## src/length_prefixed_packet_deframer_core_macros.svh

```systemverilog
// ----------------------------------------------------------------------------
// Assertion macros for the length-prefixed packet deframer
// Concurrent checks, compiled out when SYNTH is defined.
// ----------------------------------------------------------------------------
`ifndef LENGTH_PREFIXED_PACKET_DEFRAMER_CORE_MACROS_SVH
`define LENGTH_PREFIXED_PACKET_DEFRAMER_CORE_MACROS_SVH

`ifndef SYNTH
// same-cycle implication
`define LPPD_ASSERT_NOW(label, clk, rst, ante, cons) \
   label: assert property (@(posedge clk) disable iff (rst) (ante) |-> (cons)) \
      else $error("lppd assertion failed");
// next-cycle implication
`define LPPD_ASSERT_NEXT(label, clk, rst, ante, cons) \
   label: assert property (@(posedge clk) disable iff (rst) (ante) |=> (cons)) \
      else $error("lppd assertion failed");
`else
`define LPPD_ASSERT_NOW(label, clk, rst, ante, cons)
`define LPPD_ASSERT_NEXT(label, clk, rst, ante, cons)
`endif

`endif

```

## src/lppd_pkg.sv

```systemverilog
`timescale 1ns / 1ps
// ----------------------------------------------------------------------------
// lppd_pkg
// Shared types and codes of the length-prefixed packet deframer.
// ----------------------------------------------------------------------------
package lppd_pkg;

   localparam int SESSIONS_DEF  = 64;
   localparam int HEADER_BYTES  = 4;
   localparam int SIDX_W        = 6;
   localparam int LEN_W         = 15;

   localparam logic [LEN_W-1:0] MAX_LEN_RST = 15'd1024;

   // per-session phase codes
   localparam logic [2:0] PH_HDR_FIRST = 3'd0;
   localparam logic [2:0] PH_HDR_LAST  = 3'(HEADER_BYTES - 1);
   localparam logic [2:0] PH_BODY      = 3'(HEADER_BYTES);
   localparam logic [2:0] PH_DROP      = 3'(HEADER_BYTES + 1);

   // result kinds
   localparam logic [1:0] EV_ANNOUNCE = 2'd0;
   localparam logic [1:0] EV_BODY     = 2'd1;
   localparam logic [1:0] EV_OVERSIZE = 2'd2;

   typedef struct packed {
      logic [2:0]       phase;
      logic [31:0]      header;
      logic [LEN_W-1:0] to_go;
   } entry_type;

   localparam int ENTRY_W = $bits(entry_type);

   typedef struct packed {
      logic              emit;
      logic [1:0]        kind;
      logic signed [15:0] frame_id;
      logic [LEN_W-1:0]  body_length;
      logic [7:0]        body_byte;
      logic              last;
   } event_type;

endpackage

```

## src/lppd_if.sv

```systemverilog
`timescale 1ns / 1ps
// ----------------------------------------------------------------------------
// lppd_req_if / lppd_rsp_if
// Valid/ready channels for received bytes and framing results.
// ----------------------------------------------------------------------------
interface lppd_req_if;
   logic       valid;
   logic       ready;
   logic [5:0] session_index;
   logic [7:0] data_byte;
   logic       restart;

   modport source (output valid, output session_index, output data_byte,
                   output restart, input ready);
   modport sink   (input valid, input session_index, input data_byte,
                   input restart, output ready);
endinterface

interface lppd_rsp_if;
   logic               valid;
   logic               ready;
   logic [5:0]         out_session;
   logic [1:0]         event_kind;
   logic signed [15:0] frame_id;
   logic [14:0]        body_length;
   logic [7:0]         body_byte;
   logic               last;

   modport source (output valid, output out_session, output event_kind,
                   output frame_id, output body_length, output body_byte,
                   output last, input ready);
   modport sink   (input valid, input out_session, input event_kind,
                   input frame_id, input body_length, input body_byte,
                   input last, output ready);
endinterface

```

## src/lppd_state_ram.sv

```systemverilog
`timescale 1ns / 1ps
// ----------------------------------------------------------------------------
// lppd_state_ram
// Per-session framing state memory with registered read, write-back
// forwarding and a clearing sweep after reset.
// ----------------------------------------------------------------------------
module lppd_state_ram #(
   parameter int SESSIONS = lppd_pkg::SESSIONS_DEF,
   parameter int AW       = (SESSIONS > 1) ? $clog2(SESSIONS) : 1
) (
   input  logic                clock,
   input  logic                reset,
   input  logic                rd_en,
   input  logic [AW-1:0]       rd_addr,
   input  logic                wr_en,
   input  logic [AW-1:0]       wr_addr,
   input  lppd_pkg::entry_type wr_data,
   output lppd_pkg::entry_type rd_entry,
   output logic                busy
);
   import lppd_pkg::*;

   logic [ENTRY_W-1:0] mem [SESSIONS];

   logic [ENTRY_W-1:0] rd_data_ff;
   logic [AW-1:0]      rd_addr_ff;
   logic               clr_active_ff, clr_active_in;
   logic [AW-1:0]      clr_addr_ff, clr_addr_in;
   logic               wb_valid_ff;
   logic [AW-1:0]      wb_addr_ff;
   logic [ENTRY_W-1:0] wb_data_ff;

   logic               we;
   logic [AW-1:0]      wa;
   logic [ENTRY_W-1:0] wd;

   always_comb begin
      if (clr_active_ff) begin
         we = 1'b1;
         wa = clr_addr_ff;
         wd = '0;
      end else begin
         we = wr_en;
         wa = wr_addr;
         wd = wr_data;
      end
   end

   always_comb begin
      clr_active_in = clr_active_ff;
      clr_addr_in   = clr_addr_ff;
      if (clr_active_ff) begin
         if (clr_addr_ff == AW'(SESSIONS - 1)) begin
            clr_active_in = 1'b0;
         end else begin
            clr_addr_in = clr_addr_ff + AW'(1);
         end
      end
   end

   always_ff @(posedge clock) begin
      if (we) begin
         mem[wa] <= wd;
      end
      if (rd_en) begin
         rd_data_ff <= mem[rd_addr];
         rd_addr_ff <= rd_addr;
      end
   end

   // last write kept to cover a read issued on the same edge
   always_ff @(posedge clock) begin
      if (reset) begin
         clr_active_ff <= 1'b1;
         clr_addr_ff   <= '0;
         wb_valid_ff   <= 1'b0;
      end else begin
         clr_active_ff <= clr_active_in;
         clr_addr_ff   <= clr_addr_in;
         if (we) begin
            wb_valid_ff <= 1'b1;
         end
      end
   end

   always_ff @(posedge clock) begin
      if (we) begin
         wb_addr_ff <= wa;
         wb_data_ff <= wd;
      end
   end

   assign rd_entry = (wb_valid_ff && (wb_addr_ff == rd_addr_ff)) ?
                     entry_type'(wb_data_ff) : entry_type'(rd_data_ff);
   assign busy     = clr_active_ff;

endmodule

```

## src/lppd_framer.sv

```systemverilog
`timescale 1ns / 1ps
// ----------------------------------------------------------------------------
// lppd_framer
// Next-state and result logic for one byte of one session.
// ----------------------------------------------------------------------------
module lppd_framer (
   input  lppd_pkg::entry_type          cur,
   input  logic [7:0]                   data_byte,
   input  logic                         restart,
   input  logic [lppd_pkg::LEN_W-1:0]   max_len,
   output lppd_pkg::entry_type          nxt,
   output lppd_pkg::event_type          evt
);
   import lppd_pkg::*;

   logic [31:0] hdr;
   logic [15:0] len16;

   always_comb begin
      hdr   = cur.header | ({24'd0, data_byte} << {cur.phase[1:0], 3'b000});
      len16 = hdr[31:16];
      nxt   = cur;
      evt   = '0;

      if (restart) begin
         nxt = '0;
      end else if (cur.phase < PH_BODY) begin
         nxt.header = hdr;
         if (cur.phase != PH_HDR_LAST) begin
            nxt.phase = cur.phase + 3'd1;
         end else begin
            evt.emit     = 1'b1;
            evt.frame_id = hdr[15:0];
            if (len16 == 16'd0 || len16[15]) begin
               // empty or negative body
               evt.kind = EV_ANNOUNCE;
               evt.last = 1'b1;
               nxt      = '0;
            end else if (len16[LEN_W-1:0] > max_len) begin
               evt.kind        = EV_OVERSIZE;
               evt.body_length = len16[LEN_W-1:0];
               evt.last        = 1'b1;
               nxt.phase       = PH_DROP;
               nxt.to_go       = '0;
            end else begin
               evt.kind        = EV_ANNOUNCE;
               evt.body_length = len16[LEN_W-1:0];
               nxt.phase       = PH_BODY;
               nxt.to_go       = len16[LEN_W-1:0];
            end
         end
      end else if (cur.phase == PH_BODY) begin
         evt.emit        = 1'b1;
         evt.kind        = EV_BODY;
         evt.frame_id    = cur.header[15:0];
         evt.body_length = cur.header[16 +: LEN_W];
         evt.body_byte   = data_byte;
         if (cur.to_go <= LEN_W'(1)) begin
            evt.last = 1'b1;
            nxt      = '0;
         end else begin
            nxt.to_go = cur.to_go - LEN_W'(1);
         end
      end
   end

endmodule

```

## src/length_prefixed_packet_deframer_core.sv

```systemverilog
`timescale 1ns / 1ps
// ----------------------------------------------------------------------------
// length_prefixed_packet_deframer_core
// Per-session deframer for packets with a 4-byte id/length header.
// ----------------------------------------------------------------------------
// req_ch carries one received byte per transfer, tagged with its session, or
// a restart that clears that session. rsp_ch carries at most one result per
// byte: a packet announcement, a body byte or an oversize error. csr_wr_en /
// csr_wr_data set the largest accepted body length (reset 1024).
// Session state lives in one memory, one entry per session; a byte reads it
// on acceptance and the next stage writes it back, with the last write
// forwarded when the same session follows directly.
// Each byte is registered in the working stage, and its result in the rsp_ch output register.
// Throughput: one byte per cycle while rsp_ch is taking results.
// Reset: after reset a clearing sweep zeroes the state memory, one entry a
// cycle; req_ch.ready stays low until the sweep has cleared every entry.
// Stall: while a result waits on rsp_ch, one further byte can be held in the
// working stage; bytes that give no result keep flowing past the stall.
// ----------------------------------------------------------------------------
`include "length_prefixed_packet_deframer_core_macros.svh"

module length_prefixed_packet_deframer_core #(
   parameter int SESSIONS = lppd_pkg::SESSIONS_DEF
) (
   input  logic                       clock,
   input  logic                       reset,
   lppd_req_if.sink                   req_ch,
   lppd_rsp_if.source                 rsp_ch,
   input  logic                       csr_wr_en,
   input  logic [lppd_pkg::LEN_W-1:0] csr_wr_data
);
   import lppd_pkg::*;

   localparam int AW = (SESSIONS > 1) ? $clog2(SESSIONS) : 1;

   logic [LEN_W-1:0]  max_len_ff;

   logic              s1_valid_ff, s1_valid_in;
   logic              s1_in_range_ff;
   logic              s1_restart_ff;
   logic [7:0]        s1_byte_ff;
   logic [SIDX_W-1:0] s1_session_ff;

   logic              rsp_valid_ff, rsp_valid_in;
   logic [SIDX_W-1:0] rsp_session_ff;
   event_type         rsp_evt_ff;

   logic              accept;
   logic              in_range;
   logic              busy;
   logic              rsp_free;
   logic              emit_eff;
   logic              s1_fire;
   entry_type         cur_entry;
   entry_type         nxt_entry;
   event_type         evt;

   assign in_range = 32'(req_ch.session_index) < 32'(SESSIONS);
   assign accept   = req_ch.valid && req_ch.ready;

   lppd_state_ram #(
      .SESSIONS (SESSIONS),
      .AW       (AW)
   ) u_state_ram (
      .clock    (clock),
      .reset    (reset),
      .rd_en    (accept),
      .rd_addr  (AW'(req_ch.session_index)),
      .wr_en    (s1_fire && s1_in_range_ff),
      .wr_addr  (AW'(s1_session_ff)),
      .wr_data  (nxt_entry),
      .rd_entry (cur_entry),
      .busy     (busy)
   );

   lppd_framer u_framer (
      .cur       (cur_entry),
      .data_byte (s1_byte_ff),
      .restart   (s1_restart_ff),
      .max_len   (max_len_ff),
      .nxt       (nxt_entry),
      .evt       (evt)
   );

   assign emit_eff     = s1_in_range_ff && evt.emit;
   assign rsp_free     = !rsp_valid_ff || rsp_ch.ready;
   assign s1_fire      = s1_valid_ff && (!emit_eff || rsp_free);
   assign req_ch.ready = !busy && (!s1_valid_ff || s1_fire);

   always_comb begin
      s1_valid_in = s1_valid_ff;
      if (accept) begin
         s1_valid_in = 1'b1;
      end else if (s1_fire) begin
         s1_valid_in = 1'b0;
      end
   end

   always_comb begin
      rsp_valid_in = rsp_valid_ff;
      if (rsp_free) begin
         rsp_valid_in = s1_valid_ff && emit_eff;
      end
   end

   always_ff @(posedge clock) begin
      if (reset) begin
         max_len_ff   <= MAX_LEN_RST;
         s1_valid_ff  <= 1'b0;
         rsp_valid_ff <= 1'b0;
      end else begin
         if (csr_wr_en) begin
            max_len_ff <= csr_wr_data;
         end
         s1_valid_ff  <= s1_valid_in;
         rsp_valid_ff <= rsp_valid_in;
      end
   end

   always_ff @(posedge clock) begin
      if (accept) begin
         s1_in_range_ff <= in_range;
         s1_restart_ff  <= req_ch.restart;
         s1_byte_ff     <= req_ch.data_byte;
         s1_session_ff  <= req_ch.session_index;
      end
      if (s1_fire && emit_eff) begin
         rsp_session_ff <= s1_session_ff;
         rsp_evt_ff     <= evt;
      end
   end

   assign rsp_ch.valid       = rsp_valid_ff;
   assign rsp_ch.out_session = rsp_session_ff;
   assign rsp_ch.event_kind  = rsp_evt_ff.kind;
   assign rsp_ch.frame_id    = rsp_evt_ff.frame_id;
   assign rsp_ch.body_length = rsp_evt_ff.body_length;
   assign rsp_ch.body_byte   = rsp_evt_ff.body_byte;
   assign rsp_ch.last        = rsp_evt_ff.last;

   // the working stage is empty for the whole clearing sweep
   `LPPD_ASSERT_NOW(a_clear_stage_empty, clock, reset, busy, !s1_valid_ff)
   // a body byte in range always produces a result next cycle
   `LPPD_ASSERT_NEXT(a_body_emits, clock, reset, s1_fire && s1_in_range_ff && !s1_restart_ff && cur_entry.phase == PH_BODY, rsp_valid_ff)
   // written phase codes stay in the defined set
   `LPPD_ASSERT_NOW(a_phase_legal, clock, reset, s1_fire && s1_in_range_ff, nxt_entry.phase <= PH_DROP)
   // a restart never produces a result
   `LPPD_ASSERT_NOW(a_restart_silent, clock, reset, s1_valid_ff && s1_restart_ff, !emit_eff)

endmodule
```

## src/flat_wrapper.sv

```systemverilog
// flat-port wrapper written by rule: the top's interface ports become plain ports
module length_prefixed_packet_deframer_core_flat import lppd_pkg::*;
#(
   parameter int SESSIONS = lppd_pkg::SESSIONS_DEF
)
  (clock, reset, csr_wr_en, csr_wr_data, req_ch_valid, req_ch_session_index, req_ch_data_byte, req_ch_restart, req_ch_ready, rsp_ch_valid, rsp_ch_out_session, rsp_ch_event_kind, rsp_ch_frame_id, rsp_ch_body_length, rsp_ch_body_byte, rsp_ch_last, rsp_ch_ready);
  lppd_req_if req_ch_i ();
  lppd_rsp_if rsp_ch_i ();
  input  logic clock;
  input  logic reset;
  input  logic csr_wr_en;
  input  logic [lppd_pkg::LEN_W-1:0] csr_wr_data;
  input wire logic [$bits(req_ch_i.valid)-1:0] req_ch_valid;
  input wire logic [$bits(req_ch_i.session_index)-1:0] req_ch_session_index;
  input wire logic [$bits(req_ch_i.data_byte)-1:0] req_ch_data_byte;
  input wire logic [$bits(req_ch_i.restart)-1:0] req_ch_restart;
  output wire logic [$bits(req_ch_i.ready)-1:0] req_ch_ready;
  output wire logic [$bits(rsp_ch_i.valid)-1:0] rsp_ch_valid;
  output wire logic [$bits(rsp_ch_i.out_session)-1:0] rsp_ch_out_session;
  output wire logic [$bits(rsp_ch_i.event_kind)-1:0] rsp_ch_event_kind;
  output wire logic [$bits(rsp_ch_i.frame_id)-1:0] rsp_ch_frame_id;
  output wire logic [$bits(rsp_ch_i.body_length)-1:0] rsp_ch_body_length;
  output wire logic [$bits(rsp_ch_i.body_byte)-1:0] rsp_ch_body_byte;
  output wire logic [$bits(rsp_ch_i.last)-1:0] rsp_ch_last;
  input wire logic [$bits(rsp_ch_i.ready)-1:0] rsp_ch_ready;
  assign req_ch_i.valid = req_ch_valid;
  assign req_ch_i.session_index = req_ch_session_index;
  assign req_ch_i.data_byte = req_ch_data_byte;
  assign req_ch_i.restart = req_ch_restart;
  assign req_ch_ready = req_ch_i.ready;
  assign rsp_ch_valid = rsp_ch_i.valid;
  assign rsp_ch_out_session = rsp_ch_i.out_session;
  assign rsp_ch_event_kind = rsp_ch_i.event_kind;
  assign rsp_ch_frame_id = rsp_ch_i.frame_id;
  assign rsp_ch_body_length = rsp_ch_i.body_length;
  assign rsp_ch_body_byte = rsp_ch_i.body_byte;
  assign rsp_ch_last = rsp_ch_i.last;
  assign rsp_ch_i.ready = rsp_ch_ready;
  length_prefixed_packet_deframer_core #(.SESSIONS(SESSIONS)) u_core (.clock(clock), .reset(reset), .req_ch(req_ch_i), .rsp_ch(rsp_ch_i), .csr_wr_en(csr_wr_en), .csr_wr_data(csr_wr_data));
endmodule
```

## config.mk

```make
export PLATFORM = sky130hd
export DESIGN_NAME = length_prefixed_packet_deframer_core_flat
export DESIGN_NICKNAME = d
export VERILOG_FILES = /design/src/lppd_pkg.sv /design/src/lppd_if.sv /design/src/lppd_state_ram.sv /design/src/lppd_framer.sv /design/src/length_prefixed_packet_deframer_core.sv /design/src/flat_wrapper.sv
export VERILOG_INCLUDE_DIRS = /design/src /design/src/src
export SDC_FILE = /design/constraint.sdc
export NUM_CORES = 2
export LEC_CHECK = 0
export BUFFER_PORTS_ARGS = -buffer_cell sky130_fd_sc_hd__buf_4
export CAP_MARGIN = 30
export CORE_ASPECT_RATIO = 0.75
export CORE_MARGIN = 3
export CORE_UTILIZATION = 30
export DETAILED_ROUTE_END_ITERATION = 6
export GPL_TIMING_DRIVEN = 0
export PLACE_DENSITY = 0.47
export SLEW_MARGIN = 20
export SYNTH_ARGS = -nofsm -noshare
export SYNTH_HDL_FRONTEND = slang
export SYNTH_SLANG_ARGS = --single-unit
```

## constraint.sdc

```tcl
create_clock -name clock -period 10.9 [get_ports clock]
set_clock_uncertainty 0.1 [all_clocks]
set_input_delay 1.635 -clock clock [delete_from_list [all_inputs] [get_ports clock]]
set_output_delay 1.635 -clock clock [all_outputs]
set_load 0.005 [all_outputs]
```

# ---- Yosys cells after proc, flatten, opt, wreduce, memory -nomap -nowiden
# Memories as Yosys holds them, arrays and structs flattened. A register that Yosys moved wholly into a read port is not among the register bits.
# Index checks and enable logic that the tools add are counted.
dict set report op_classes {
  n_addsub 3
  n_lt_le_gt_ge 3
  eq_ne 4
  n_shift 1
  muxes 35
  bitwise_logic 3
  reduce_logical 18
}
# operator count
set ops {}
lappend ops {{$mux 50} 5}
lappend ops {{$mux 43} 2}
lappend ops {{$mux 34} 2}
lappend ops {{$mux 15} 4}
lappend ops {{$mux 47} 1}
lappend ops {{$mux 35} 1}
lappend ops {{$mux 32} 1}
lappend ops {{$or 32x32->32} 1}
lappend ops {{$shl 8x5->32} 1}
lappend ops {{$logic_not 16->1} 1}
lappend ops {{$gt 15x15->1} 1}
lappend ops {{$le 15x1->1 const B} 1}
lappend ops {{$sub 15x1->15 const B} 1}
lappend ops {{$mux 1} 13}
lappend ops {{$mux 8} 1}
lappend ops {{$add 6x1->6 const B} 1}
lappend ops {{$eq 6x6->1} 1}
lappend ops {{$eq 6x6->1 const B} 1}
lappend ops {{$logic_and 1x1->1} 6}
lappend ops {{$mux 3} 2}
lappend ops {{$mux 6} 1}
lappend ops {{$logic_not 1->1} 4}
lappend ops {{$logic_or 1x1->1} 4}
lappend ops {{$mux 2} 2}
lappend ops {{other kinds (8)} 9}
dict set report word_totals {
  register_bits 144
  ram_bits 3200
  inputBits 35
  out_inout_bits 50
  wordCells 85
  mem_count 1
}
# memory depth word_bits rd rd_ports_with_merged_regs write_ports line_no
set memory_table {}
lappend memory_table {u_core.u_state_ram.mem 64 50 1 1 1 lppd_state_ram.sv:23} ;# logic [ENTRY_W-1:0] mem [SESSIONS];

# ---- Logic depth before layout (Yosys ltp)
dict set report depth {
  depth_word 18
  depth_mapped 20
  depth_no_buf 15
}

# ---- By module
# Synthesis repeated with hierarchy kept, for this count alone.
dict set report hier_totals {
  hier_cells 6041
  hier_area_um2 130564.0
}
# module n_inst cells_each area_per_inst_um2 seq_area_each_um2
set by_module_without_submodules {}
lappend by_module_without_submodules {lppd_state_ram 1 5596 126088.4 99615.5}
lappend by_module_without_submodules {length_prefixed_packet_deframer_core 1 126 2551.2 2232.1}
lappend by_module_without_submodules {lppd_framer 1 319 1924.3 0.0}

# ---- Worst setup path after synthesis
# No wires, ideal clock.
dict set report synth_timing {
  kind {register -> register}
  from {reg u_core.s1_session_ff[5] (netlist name)}
  to {mem u_core.u_state_ram.mem[0][47] (netlist bit), data pin}
  setup_time_ns 0.916
  t_arrival_ns 6.994
  required_ns 9.884
  path_slack_ns 2.890
  stages_incl_launch_ff 16
  path_buffers 3
  period_less_slack_ns 8.010
  path_cell_list {edfxtp_1 xor2_1 or3_1 buf_2 nor2_4 buf_4 buf_4 mux2i_1 o21ai_0 ha_1 nand4_1 nor3_1 o311a_1 a311o_1 nand2_1 o41ai_1}
}
# element line_no
set synth_rtl {}
lappend synth_rtl {{to (decl)} lppd_state_ram.sv:23}

==> metrics.txt <==
die area=444,000 µm²; Core Rows=209; clk_lat worst skew=0.91 ns; initial antenna violation count=67; initial drt markers=9,134; flop2flop setup slack=2.62 ns; Die H=577.8 µm; power per cell area=167.1 nW/µm²; core area=433,000 µm²; CTS clk-pin slew, worst paths=0.06 ns; starting density of the core=30.20%; Mapped Avg Cell Area=23.94 µm²; sequential cell area=101,700 µm²; Slew @ Worst Pin=1.066 ns; largest net degree at the start of global routing=45; number of setup buffers added after CTS=0; DP HPWL=301.7 mm; sequential cell area fraction in the yosys report=77.74%; CP arrival=8.90 ns; Post-synth EDFFs=3,369; reg2reg start=u_core.s1_session_ff[5]; worst r2r dst=u_core.u_state_ram.mem[54][47]; IO Count=85; count of state elements after synthesis=3,394; fill count=39,370; final estimated routing congestion in global placement=0.8913; Rel. slew slack=28.93%; Reg2Reg Depth=22; pre-CTS WS=2.959 ns; fmax=0.1207 GHz; final std cells w/o fill=12,440; Hold Violations, Final=0; Multi-input gate area=28,830 µm²; number of routed nets with antenna violations=0; CTS Buf Count=341; wirelength, routed=411.6 mm; GRT Overall Usage=18.21%; H-tree levels=5; IO Port Bufs=83; Sink Count=3,394; routed len/inst=33.09 µm; Synth Instances=5,463; Post-CTS Resized=0; post-synthesis cell type count=77; Critical Setup Path Class=flip-flop to flip-flop; Critical Path End Type=flip-flop; Max IR drop VDD=0.0001322 V; Setup violations, final=0; fin crit share=76.00%; vias in the first global route=63,940; total power=26.46 mW; worst hold path type=flip-flop to flip-flop; CP required=11.51 ns; Clock Tree Root=clkbuf_16; Die W=768.4 µm; Worst Setup SP=u_core.s1_session_ff[5]; Final Cell Area=158,300 µm²; Syn. warnings=0; Longest Clk Path Bufs=4; CTS tree=built; DR top layer=met5; drt via density=5.222; fraction of registers with async set/reset=0%; Worst Path Max Fanout=12; commonest non-fill, non-tap cells in the layout=3,369 x edfxtp_1, 1,041 x mux4_2, 347 x clkbuf_16, 185 x clkbuf_1, 166 x buf_12; hold_buf cts=0; global-route wire length before repair=557.3 mm; grt ovf=0; CP Capture Point=u_core.u_state_ram.mem[54][47]; worst hold stages=2; DRT met1 WL=188.2 mm; Final #Nets=6,393; commonest non-fill, non-tap cell in the layout=edfxtp_1; ys flop type=edfxtp_1; met2 wire len=178.4 mm; final worst slack=2.615 ns; dpl cells=11,790; Residual DRC=0; minimum clock period=8.285 ns; met3 routed WL=35.91 mm; First-pass DRT Iterations=6; Post-Syn Nets=5,516; RSZ-0062 raised after global routing=false; Slew Limit Fails=0; max-cap violation count=0; Cell Area, Synth=130,800 µm²; Pleak=56.81 nW; CP startpoint kind=flip-flop; placed cell area=147,600 µm²; Layout area overhead=21.07%; status=finished clean; share of layout cells above drive strength 1=34.92%; Vias=64,950
==> synthesized netlist by cell type (6+ instances only) <==
library cell  count  area share, %
and3_1            7          0.033
edfxtp_1       3369             77
a31oi_1           9          0.043
clkbuf_1        157           0.45
nand2b_1         13          0.062
nand2_1          94           0.27
a2bb2oi_1         8          0.054
buf_1            83           0.24
nor4_1            6          0.029
o22ai_1           7          0.033
or4_1             6          0.034
o21a_1            6          0.034
a211oi_1         10          0.057
a32oi_1           8          0.054
mux4_2         1041             18
ha_1             18           0.17
mux2i_1          66           0.51
a21boi_0         10          0.057
nand3_1          15          0.057
inv_1            49           0.14
o211ai_1          9          0.052
or3_1             6          0.029
nor2_1          158           0.45
dfxtp_1          25           0.38
mux2_2           17           0.15
xor2_1           12          0.080
o21ai_0          30           0.11
o21ai_1           6          0.023
buf_2            36           0.14
a21oi_1          52           0.20
xnor2_1          13          0.087
nor3_1           30           0.11
==> layout make-up <==
| type | count | share of cell area, % |
|---|---|---|
| clock buffers | 418 | 5.659 |
| repair buffers | 534 | 5.420 |
| flip-flops and latches | 3394 | 64.21 |
| plain buffers | 280 | 0.7728 |
| multi-input cells | 1740 | 18.21 |
| clock inverters | 200 | 0.9980 |
| inverters | 49 | 0.1162 |
| diodes | 21 | 0.03319 |
| well taps | 5802 | 4.585 |
==> power by group <==
part	total (mW)	leakage (nW)	internal (mW)	switching, mW
Combinational	0.862	13.4	0.328	0.534
Clock	11.4	5.13	6.35	5.03
Sequential	14.2	38.3	14.2	0.0161
Total	26.5	56.8	20.9	5.58
==> flip-flops by register name (all words and copies together) (netlist names), 8 cells and up <==
register	flops
u_core.s1_byte_ff	8
u_core.max_len_ff	15
u_core.u_state_ram.rd_data_ff	50
u_core.rsp_ch.frame_id	16
u_core.u_state_ram.mem	3200
u_core.rsp_ch.body_byte	8
u_core.u_state_ram.wb_data_ff	50
u_core.rsp_ch.body_length	15
==> critical path: stages (launching register included) <==
cell and delay, ns:
edfxtp_1 0.69, xor2_1 0.29, or3_1 0.54, buf_2 0.28, nor2_4 0.27, buf_4 0.27, mux2i_1 0.72, a21boi_0 0.64
inv_1 0.31, ha_1 0.38, nand4_1 0.12, nor3_1 0.31, o311a_1 0.24, a311o_1 0.28, nand2_1 0.23, o41ai_2 0.73
buf_4 0.28, buf_4 0.18, buf_2 0.22, buf_2 0.26, buf_2 0.26, buf_4 0.20, buf_2 0.25
==> how the worst min path moves through the flow <==
| stage | slack (ns) | end | start |
|---|---|---|---|
| floorplan | 0.35 | u_core.u_state_ram.wb_valid_ff | u_core.u_state_ram.wb_valid_ff |
| global placement | 0.37 | u_core.u_state_ram.wb_valid_ff | u_core.u_state_ram.wb_valid_ff |
| detailed placement | 0.39 | u_core.max_len_ff[2] | u_core.max_len_ff[2] |
| CTS | 0.40 | u_core.max_len_ff[2] | u_core.max_len_ff[2] |
| global route | 0.43 | u_core.u_state_ram.wb_valid_ff | u_core.u_state_ram.wb_valid_ff |
| finish | 0.40 | u_core.max_len_ff[2] | u_core.max_len_ff[2] |
==> metrics by stage <==
stage          hold slack [ns]  TNS [ns]  util, %
6_report                0.4032         0    36.56
5_1_grt                 0.4348         0    36.55
4_1_cts                 0.4041         0    36.52
3_5_place_dp            0.3894         0    34.08
3_3_place_gp            0.3733  -2169.61    32.02
2_1_floorplan           0.3545         0        -
==> cells by family after synthesis <==
family	count (synthesis)	synth area share, %
xor gates and xnor gates	25	0.1674
buffers and inverters	329	0.9931
DFF	3394	77.74
and+or+nand+nor	370	1.286
muxes	1124	18.58
adders and majority gates	18	0.1722
AOI/OAI and AO/OA	203	1.064
==> layer usage <==
layer  vias up  track usage (%)
li1      25420                -
met1     36240            28.11
met2      2760            26.49
met3       502            3.783
met4        22            3.811
met5         -          0.06342
Power figures use the tool's default switching activity.
